==> config.mk <==
export PLATFORM = sky130hd
export DESIGN_NAME = car1_front
export DESIGN_NICKNAME = d
export VERILOG_FILES = /design/src/car1_pkg.sv /design/src/car1_front.sv
export SDC_FILE = /design/constraint.sdc
export NUM_CORES = 1
export LEC_CHECK = 0
export ABC_AREA = 0
export BUFFER_PORTS_ARGS = -buffer_cell sky130_fd_sc_hd__clkbuf_2
export CAP_MARGIN = 40
export CORE_MARGIN = 1
export CORE_UTILIZATION = 52
export CTS_CLUSTER_DIAMETER = 150
export DETAILED_ROUTE_END_ITERATION = 8
export PLACE_DENSITY = 0.8
export SYNTH_ARGS = -nofsm -noshare
export SYNTH_HDL_FRONTEND = slang
export SYNTH_SLANG_ARGS = --single-unit
==> constraint.sdc <==
create_clock -name clk -period 4.98 [get_ports clk]
set_input_delay 0.996 -clock clk [delete_from_list [all_inputs] [get_ports clk]]
set_output_delay 0.996 -clock clk [all_outputs]
set_load 0.005 [all_outputs]
==> src/car1_pkg.sv <==
// Shared types, constants and the exp(-1) series constant for the CAR(1) Kalman predictor.
`timescale 1ns / 1ps
package car1_pkg;

  localparam int DATA_W       = 32;
  localparam int FRAC_W       = 16;
  localparam int WIDE_W       = 64;
  localparam int PROD_W       = 2 * WIDE_W;
  localparam int Q62_FRAC     = 62;
  localparam int Q62_SHIFT    = Q62_FRAC - FRAC_W;
  localparam int RHO_W        = FRAC_W + 1;
  localparam int TAYLOR_TERMS = 24;
  localparam int TERM_W       = 5;
  localparam int EXP_LIMIT_W  = 6;

  localparam logic [DATA_W-1:0] DATA_MAX = '1;
  localparam logic [RHO_W-1:0]  FX_ONE   = RHO_W'(1) << FRAC_W;
  localparam logic [WIDE_W-1:0] Q62_ONE  = WIDE_W'(1) << Q62_FRAC;

  typedef struct packed {
    logic signed [DATA_W-1:0] sample_value;
    logic        [DATA_W-1:0] sample_error;
    logic        [DATA_W-1:0] gap_to_next;
    logic                     series_start;
  } sample_t;

  typedef struct packed {
    logic signed [DATA_W-1:0] pred_mean;
    logic        [DATA_W-1:0] pred_var;
    logic                     saturated;
  } result_t;

  typedef enum logic {
    ITEM_UPDATE,
    ITEM_START
  } item_kind_t;

  typedef struct packed {
    item_kind_t kind;
    sample_t    word;
  } cmd_t;

  typedef enum logic {
    REG_DECAY_RATE     = 1'b0,
    REG_DRIVE_VARIANCE = 1'b1
  } reg_index_t;

  typedef enum logic [4:0] {
    S_IDLE,
    S_STAT,
    S_STAT_D,
    S_E2,
    S_E2_D,
    S_START_VAR,
    S_X,
    S_X_D,
    S_T_D,
    S_K_D,
    S_E_D,
    S_ROUND,
    S_LE2,
    S_LE2_D,
    S_RATIO_D,
    S_G,
    S_G_D,
    S_P_D,
    S_R2_D,
    S_A_D,
    S_B1_D,
    S_B2_D,
    S_WAIT,
    S_OUT
  } state_t;

  // exp(-1) in Q2.62 from the same truncated alternating series the datapath runs
  function automatic logic [WIDE_W-1:0] exp_neg_one_q62();
    logic [PROD_W-1:0] p;
    logic [WIDE_W-1:0] s;
    logic [WIDE_W-1:0] t;
    s = Q62_ONE;
    t = Q62_ONE;
    for (int k = 1; k <= TAYLOR_TERMS; k++) begin
      p = PROD_W'(t) * PROD_W'(Q62_ONE);
      t = p[Q62_FRAC +: WIDE_W];
      t = t / WIDE_W'(k);
      if ((k % 2) == 1) begin
        s = (t > s) ? '0 : s - t;
      end else begin
        s = s + t;
      end
    end
    return s;
  endfunction

  localparam logic [WIDE_W-1:0] E1_Q62 = exp_neg_one_q62();

endpackage

==> src/car1_front.sv <==
// Input side: two-entry queue that takes sample words and tags start-of-series items.
`timescale 1ns / 1ps
module car1_front (
  input  logic              clk,
  input  logic              rst,
  input  logic              push,
  input  car1_pkg::sample_t sample,
  output logic              full,
  output logic              cmd_valid,
  output car1_pkg::cmd_t    cmd,
  input  logic              cmd_take
);

  car1_pkg::cmd_t slots [2];
  logic [1:0]     count;
  logic           wr_ptr;
  logic           rd_ptr;
  logic           accept;
  logic           take;
  car1_pkg::cmd_t incoming;

  assign full      = count == 2'd2;
  assign cmd_valid = count != 2'd0;
  assign accept    = push && !full;
  assign take      = cmd_take && cmd_valid;
  assign cmd       = slots[rd_ptr];

  assign incoming.kind = sample.series_start ? car1_pkg::ITEM_START : car1_pkg::ITEM_UPDATE;
  assign incoming.word = sample;

  always_ff @(posedge clk) begin
    if (accept) begin
      slots[wr_ptr] <= incoming;
    end
  end

  always_ff @(posedge clk) begin
    if (rst) begin
      count  <= '0;
      wr_ptr <= 1'b0;
      rd_ptr <= 1'b0;
    end else begin
      if (accept) begin
        wr_ptr <= !wr_ptr;
      end
      if (take) begin
        rd_ptr <= !rd_ptr;
      end
      case ({accept, take})
        2'b10:   count <= count + 2'd1;
        2'b01:   count <= count - 2'd1;
        default: count <= count;
      endcase
    end
  end

endmodule

==> load_flow_metrics.sql, run 1 <==
INSERT INTO impl_metrics (metric_group, metric, value, unit) VALUES
('run_status', 'status', 'finished clean', ''),
('power_and_ir_drop', 'p_clk_share', '30.8', '%'),
('setup_path', 'crit_arrival', '1.97', 'ns'),
('floorplanning', 'die_h', '120', 'um'),
('clock_network', 'post_cts_hold_buffer_count', '0', ''),
('setup_path', 'critical_path_depth', '3', ''),
('clock_network', 'worst_setup_hold_path_clk_slew', '0.07', 'ns'),
('setup_path', 'worstSetupEndpoint', 'cmd[76]', ''),
('setup_path', 'timing.rr.end', 'slots[1][44]', ''),
('setup_path', 'regToRegStartpoint', 'count[0]', ''),
('run', 'drv.max_cap_violation_count', '0', ''),
('timing', 'slew_headroom', '55.0', '%'),
('clock_network', 'max_clock_buf_depth', '2', ''),
('worst_hold_path', 'worst_hold_path_type', 'reg -> reg', ''),
('layout', 'fin_nets', '643', ''),
('worst_hold_path', 'hold_start', 'wr_ptr', ''),
('placement', 'hpwl_dp', '8370', 'um'),
('grt', 'grt_use_total', '18.2', '%'),
('timing', 'ratio_of_final_minimum_period_to_clock_period', '59.6', '%'),
('timing', 'report.final.hold_viol_count', '0', ''),
('grt', 'first_global_vias', '3875', ''),
('drt', 'ant_nets', '0', ''),
('drt', 'wl', '12600', 'um'),
('setup_path', 'critPathKind', 'reg -> out', ''),
('drt', 'detailroute.via_count', '3697', ''),
('drt', 'iteration_count_of_the_initial_detailed_routing_pass', '4', ''),
('setup_path', 'reg2reg_depth', '3', ''),
('power_and_ir_drop', 'power.static_leakage', '3.45', 'nW'),
('clock_network', 'post_cts.resized_instances', '0', ''),
('power_and_ir_drop', 'power.share.combinational', '21.7', '%'),
('drt', 'wl_per_cell', '17.3', 'um'),
('clock_network', 'clock_latency_on_the_worst_skew_pair', '0.41', 'ns'),
('clock_network', 'clock_sink_count', '199', ''),
('setup_path', 'critical-path-top-delay-family', 'flip-flops', ''),
('power_and_ir_drop', 'seq_power_share', '47.5', '%'),
('power_and_ir_drop', 'power.net_switching', '0.00114', 'W'),
('clock_network', 'tritoncts', 'yes', ''),
('grt', 'largest_net_degree_at_the_start_of_global_routing', '52', ''),
('layout', 'filler_cell_count', '908', ''),
('power_and_ir_drop', 'switching_share', '24.3', '%'),
('drt', 'drt_iter0_markers', '202', ''),
('drt', 'drt_drc_violations_left', '0', ''),
('synthesis', 'synthesis.yosys.warnings', '0', ''),
('floorplanning', 'design.portCount', '201', ''),
('synthesis', 'syn_area', '0.00722', 'sq mm'),
('timing', 'final.setup.tns', '0', 'ns'),
('setup_path', 'cpPeakStageDelay', '0.71', 'ns'),
('setup_path', 'worst_ep_required_time', '3.98', 'ns'),
('placement', 'routabilityCongestion', '0.778', ''),
('floorplanning', 'initial_core_util', '53.9', '%'),
('setup_path', 'cell_with_the_biggest_individual_delay_on_the_critical_path', 'sky130_fd_sc_hd__dfxtp_4', ''),
('setup_path', 'cells_along_the_critical_path', 'buf_16 > mux2_2 > clkbuf_2', ''),
('floorplanning', 'area_of_the_die', '0.0144', 'sq mm'),
('floorplanning', 'std_cell_rows', '42', ''),
('timing', 'fmax', '337', 'MHz'),
('synthesis', 'yosys_register_bits', '199', ''),
('floorplanning', 'coreArea', '0.0134', 'sq mm'),
('timing', 'rsz0062_at_grt', 'false', ''),
('synthesis', 'netlist_top_cells_area', 'sky130_fd_sc_hd__edfxtp_1, sky130_fd_sc_hd__mux2_2, sky130_fd_sc_hd__dfxtp_1, sky130_fd_sc_hd__buf_2, sky130_fd_sc_hd__buf_4', ''),
('synthesis', 'synth_largest_type_area_fraction', '80.7', '%'),
('grt', 'antenna_found_initial', '0', ''),
('setup_path', 'critPathBufInv', '2', ''),
('layout', 'insertedDiodeCount', '0', ''),
('synthesis', 'synth_top_cell_by_area', 'sky130_fd_sc_hd__edfxtp_1', ''),
('placement', 'detailed_place.area', '0.00843', 'sq mm'),
('placement', 'port_buffers', '200', ''),
('timing', 'layout_min_cycle_time', '2.97', 'ns'),
('layout', 'syn2layout_area_growth', '25.6', '%'),
('setup_path', 'maximum_fanout_count_along_the_critical_path', '46', ''),
('power_and_ir_drop', 'power-per-cell-area', '517', 'mW/mm^2'),
('clock_network', 'post-cts-setup-buffer-count', '0', '');
[how the worst min path moves through the flow]
stage / to / slack, ns / depth (start not counted)
after floorplan: wr_ptr / 0.45 / 2
after global placement: wr_ptr / 0.47 / 2
after detailed placement: wr_ptr / 0.49 / 2
after CTS: wr_ptr / 0.50 / 2
after global routing: wr_ptr / 0.53 / 2
final: wr_ptr / 0.50 / 2
[cells in the final DEF (no fill, tap or decap), types with 2 or more instances in the layout]
| master | instances |
|---|---|
| sky130_fd_sc_hd__buf_4 | 4 |
| sky130_fd_sc_hd__clkinv_4 | 2 |
| sky130_fd_sc_hd__or3_1 | 2 |
| sky130_fd_sc_hd__clkbuf_16 | 17 |
| sky130_fd_sc_hd__o21ai_0 | 2 |
| sky130_fd_sc_hd__bufinv_16 | 5 |
| sky130_fd_sc_hd__mux2_2 | 97 |
| sky130_fd_sc_hd__nor2_1 | 3 |
| sky130_fd_sc_hd__clkbuf_2 | 200 |
| sky130_fd_sc_hd__clkinv_2 | 6 |
| sky130_fd_sc_hd__edfxtp_1 | 194 |
| sky130_fd_sc_hd__a21oi_1 | 2 |
| sky130_fd_sc_hd__dfxtp_1 | 4 |
| sky130_fd_sc_hd__xnor2_1 | 2 |
[cells in the mapped netlist, drive strengths merged]
master and n:
a21oi 2, and3 1, buf 12, dfxtp 5
edfxtp 194, ha 1, inv 3, mux2 97
nand2 1, nand2b 1, nor2 3, o21a 1
o21ai 2, or2 1, or3 2, xnor2 2
xor2 1
[worst register-to-register path: stages (launching register included)]
cell	delay [ns]
sky130_fd_sc_hd__dfxtp_1	0.42
sky130_fd_sc_hd__nand2b_2	0.19
sky130_fd_sc_hd__and3_4	0.62
sky130_fd_sc_hd__buf_4	0.69
[state kept, by name, summed over array words and instances (netlist names), named ones only]
register	flops
slots	194
count	2
rd_ptr	1
wr_ptr	1
[power groups by stage]
stage | sequential (W) | combinational, W | clock [W]
final | 0.00222 | 0.00102 | 0.00144
after CTS | 0.00223 | 0.00104 | 0.00147
after floorplan | 0.00220 | 0.000650 | 0
after global placement | 0.00230 | 0.000944 | 0
after global routing | 0.00225 | 0.00111 | 0.00153
after detailed placement | 0.00226 | 0.00103 | 0
[area by class of cell]
type                            instances  area [sq um]  share of cell area, %
Clock buffer                           17           425                   4.69
Clock inverter                         14           206                   2.28
Inverter                                3          13.8                  0.152
Multi-Input combinational cell        115          1210                   13.4
Sequential cell                       199          5930                   65.4
Tap cell                              176           220                   2.43
Timing Repair Buffer                  205          1060                   11.7
[routing by layer]
metal | track usage (%) | share of wire (%)
met3 | 6.32 | 7.9
met4 | 6.56 | 0.87
met5 | 0 | 0
met2 | 31.0 | 50
met1 | 21.2 | 41
[kinds of logic after synthesis]
group                    Yosys count  share of synthesized area (%)
AO/OA/AOI/OAI                      5                          0.381
XOR/XNOR                           3                          0.364
adder cells (fa/ha/maj)            1                          0.173
buffers and inverters             15                           1.21
flip-flops                       199                           82.1
multiplexers                      97                           15.1
AND/OR/NAND/NOR                    9                          0.676
[metrics by stage]
step                      setup slack (ns)  total power [W]  hold WS (ns)  std cells  util [%]
after global placement                2.06          0.00324         0.473        697      62.7
final                                 2.01          0.00469         0.502        729      67.7
after global routing                  1.90          0.00489         0.525        729      67.7
after CTS                             1.97          0.00474         0.501        729      67.7
after detailed placement              2.13          0.00329         0.492        698      62.9
after floorplan                       1.22          0.00286         0.452        329         -
Note: power is estimated with default switching activity, not from simulation.
==> run 2: changes to the inputs <==
clock period = 2.85 ns   (was 4.98 ns; I/O delays follow)
==> run 2 against run 1 <==
  * Sequential power grew 73%
  * Flip-flop and latch count unchanged
  * Setup slack got worse by 1.6 ns
  * Critical path type unchanged
  * Critical endpoint is now cmd[32]
  * Highest routed layer unchanged
==> load_flow_metrics.sql, run 2 (synthesis gave the netlist of run 1 again) <==
INSERT INTO impl_metrics (metric_group, metric, value, unit) VALUES
('drt', 'ant_nets', '0', ''),
('power_and_ir_drop', 'power.static_leakage', '3.46', 'nW'),
('layout', 'drive_gt1_share', '60.7', '%'),
('placement', 'hpwl_dp', '8240', 'um'),
('placement', 'port_buffers', '200', ''),
('grt', 'grt_pass1_wl', '19300', 'um'),
('timing', 'fin_skew', '0.00844', 'ns'),
('layout', 'syn2layout_area_growth', '26.3', '%'),
('timing', 'max_slew_violation_total_from_the_final_report', '0', ''),
('setup_path', 'worst_ep_required_time', '2.28', 'ns'),
('timing', 'final.setup.tns', '0', 'ns'),
('timing', 'slew_headroom', '61.3', '%'),
('setup_path', 'setup.worst_path.end_class', 'output port', ''),
('grt', 'grt_use_total', '18.3', '%'),
('floorplanning', 'area_of_the_die', '0.0144', 'sq mm'),
('floorplanning', 'design.portCount', '201', ''),
('drt', 'iteration_count_of_the_initial_detailed_routing_pass', '4', ''),
('drt', 'wl_per_cell', '17.0', 'um'),
('clock_network', 'worst_setup_hold_path_clk_slew', '0.07', 'ns'),
('clock_network', 'clock_sink_count', '199', ''),
('timing', 'layout_min_cycle_time', '2.41', 'ns'),
('setup_path', 'reg2reg_depth', '5', ''),
('clock_network', 'clock_root_cell', 'sky130_fd_sc_hd__clkbuf_16', ''),
('setup_path', 'critical_path_depth', '3', ''),
('layout', 'layout_common_cells', 'sky130_fd_sc_hd__clkbuf_2, sky130_fd_sc_hd__edfxtp_1, sky130_fd_sc_hd__mux2_2', ''),
('layout', 'insertedDiodeCount', '0', ''),
('layout', 'filler_cell_count', '905', ''),
('worst_hold_path', 'worst_hold_path_type', 'in -> reg', ''),
('drt', 'wl', '12500', 'um'),
('clock_network', 'clock_latency_on_the_worst_skew_pair', '0.42', 'ns'),
('layout', 'top_register', 'slots', ''),
('setup_path', 'cells_along_the_critical_path', 'buf_4 > mux2_2 > clkbuf_2', ''),
('floorplanning', 'coreArea', '0.0134', 'sq mm'),
('clock_network', 'post_cts_hold_buffer_count', '0', ''),
('drt', 'drt_iter0_markers', '175', ''),
('drt', 'detailroute.via_count', '3730', ''),
('grt', 'largest_net_degree_at_the_start_of_global_routing', '98', ''),
('setup_path', 'cpPeakStageDelay', '0.57', 'ns'),
('floorplanning', 'die_h', '120', 'um'),
('layout', 'largest_registers', 'slots: 194 flops, count: 2 flops', ''),
('power_and_ir_drop', 'power-per-cell-area', '910', 'mW/mm^2'),
('timing', 'report.final.hold_viol_count', '0', ''),
('power_and_ir_drop', 'post-layout-total-power', '0.00830', 'W'),
('clock_network', 'tritoncts', 'yes', ''),
('run', 'drv.max_cap_violation_count', '0', ''),
('worst_hold_path', 'hold_start', 'sample[30]', ''),
('power_and_ir_drop', 'max_rail_drop_vdd', '944', 'uV'),
('clock_network', 'htree_num_levels', '4', ''),
('layout', 'largest_register_ff_count', '194', ''),
('layout', 'fin_nets', '644', ''),
('floorplanning', 'floorplan.die.width', '120', 'um'),
('floorplanning', 'initial_core_util', '53.9', '%'),
('drt', 'drt_drc_violations_left', '0', ''),
('setup_path', 'cell_with_the_biggest_individual_delay_on_the_critical_path', 'sky130_fd_sc_hd__dfxtp_4', ''),
('setup_path', 'regToRegStartpoint', 'count[0]', ''),
('clock_network', 'cts-buffers-inserted', '17', ''),
('setup_path', 'critPathBufInv', '2', ''),
('drt', 'routed_via_density', '5.10', ''),
('clock_network', 'post_cts.resized_instances', '0', ''),
('setup_path', 'critPathKind', 'reg -> out', ''),
('timing', 'fmax', '415', 'MHz'),
('grt', 'first_global_vias', '3914', ''),
('grt', 'grt-ovfl-total', '0', ''),
('grt', 'antenna_found_initial', '0', ''),
('setup_path', 'worstSetupStartpointType', 'flip-flop', ''),
('placement', 'routabilityCongestion', '0.732', ''),
('worst_hold_path', 'hold_path_depth', '1', ''),
('timing', 'timing_worst_slew_pin_value', '0.581', 'ns'),
('clock_network', 'max_clock_buf_depth', '2', ''),
('timing', 'setup_viol', '0', ''),
('setup_path', 'maximum_fanout_count_along_the_critical_path', '27', ''),
('clock_network', 'post-cts-setup-buffer-count', '0', ''),
('run_status', 'status', 'finished clean', ''),
('timing', 'rsz0062_at_grt', 'false', ''),
('setup_path', 'critical-path-top-delay-family', 'flip-flops', ''),
('timing', 'ratio_of_final_minimum_period_to_clock_period', '84.6', '%'),
('layout', 'commonest_non_fill_non_tap_cell_in_the_layout', 'sky130_fd_sc_hd__clkbuf_2', ''),
('setup_path', 'crit_arrival', '1.84', 'ns'),
('floorplanning', 'std_cell_rows', '42', '');
[run 2: cell count changes in the layout (fill, tap and decap cells not counted), sizes merged]
cell / change
inv: -2
clkinv: -1
clkbuf: +1
buf: +1
clkinvlp: +2
bufinv: +1
[run 2: worst reg2reg max path, stage by stage, from the launching register on]
cell,delay [ns]
sky130_fd_sc_hd__dfxtp_1,0.43
sky130_fd_sc_hd__nand2b_2,0.20
sky130_fd_sc_hd__inv_2,0.04
sky130_fd_sc_hd__or3_1,0.36
sky130_fd_sc_hd__clkinvlp_4,0.11
sky130_fd_sc_hd__buf_12,0.39
[run 2: routing by layer]
metal	vias up	wire, um	GRT usage [%]
met5	-	0	0
met4	0	163	7.03
met3	18	1010	6.51
met2	159	6340	30.8
met1	1820	4950	21.4
li1	1733	-	-
[run 2: worst paths after layout]
kind / endpoint / slack (ns)
setup / recovery: cmd[32] / 0.44
hold / removal: slots[1][30] / 0.33
setup reg to reg: slots[0][64] / 0.83
hold reg to reg: wr_ptr / 0.51
[run 2: layout make-up]
class                      instances  area [sq um]  share of cell area [%]
inverter                           3          15.0                   0.165
sequential                       199          5930                    65.0
tap                              176           220                    2.41
multi-input combinational        115          1210                    13.3
timing repair buffer             206          1080                    11.9
clock inverter                    14           230                    2.52
clock buffer                      18           429                    4.71
[run 2: metrics by stage]
step	setup slack [ns]	hold WS [ns]	instances	area (sq um)	utilization [%]
2_1_floorplan	0.275	0.451	329	7230	-
5_1_grt	0.324	0.307	731	9120	68.1
3_3_place_gp	0.799	0.479	699	8460	63.1
3_5_place_dp	0.762	0.492	699	8460	63.1
6_report	0.438	0.333	731	9120	68.1
4_1_cts	0.390	0.309	731	9120	68.1
[run 2: power by group]
part | internal [W] | total [W] | leakage (nW) | switching, W
Clock | 0.00164 | 0.00261 | 0.317 | 0.000974
Combinational | 0.000970 | 0.00184 | 1.28 | 0.000868
Sequential | 0.00369 | 0.00385 | 1.86 | 0.000158
Total | 0.00630 | 0.00830 | 3.46 | 0.00200
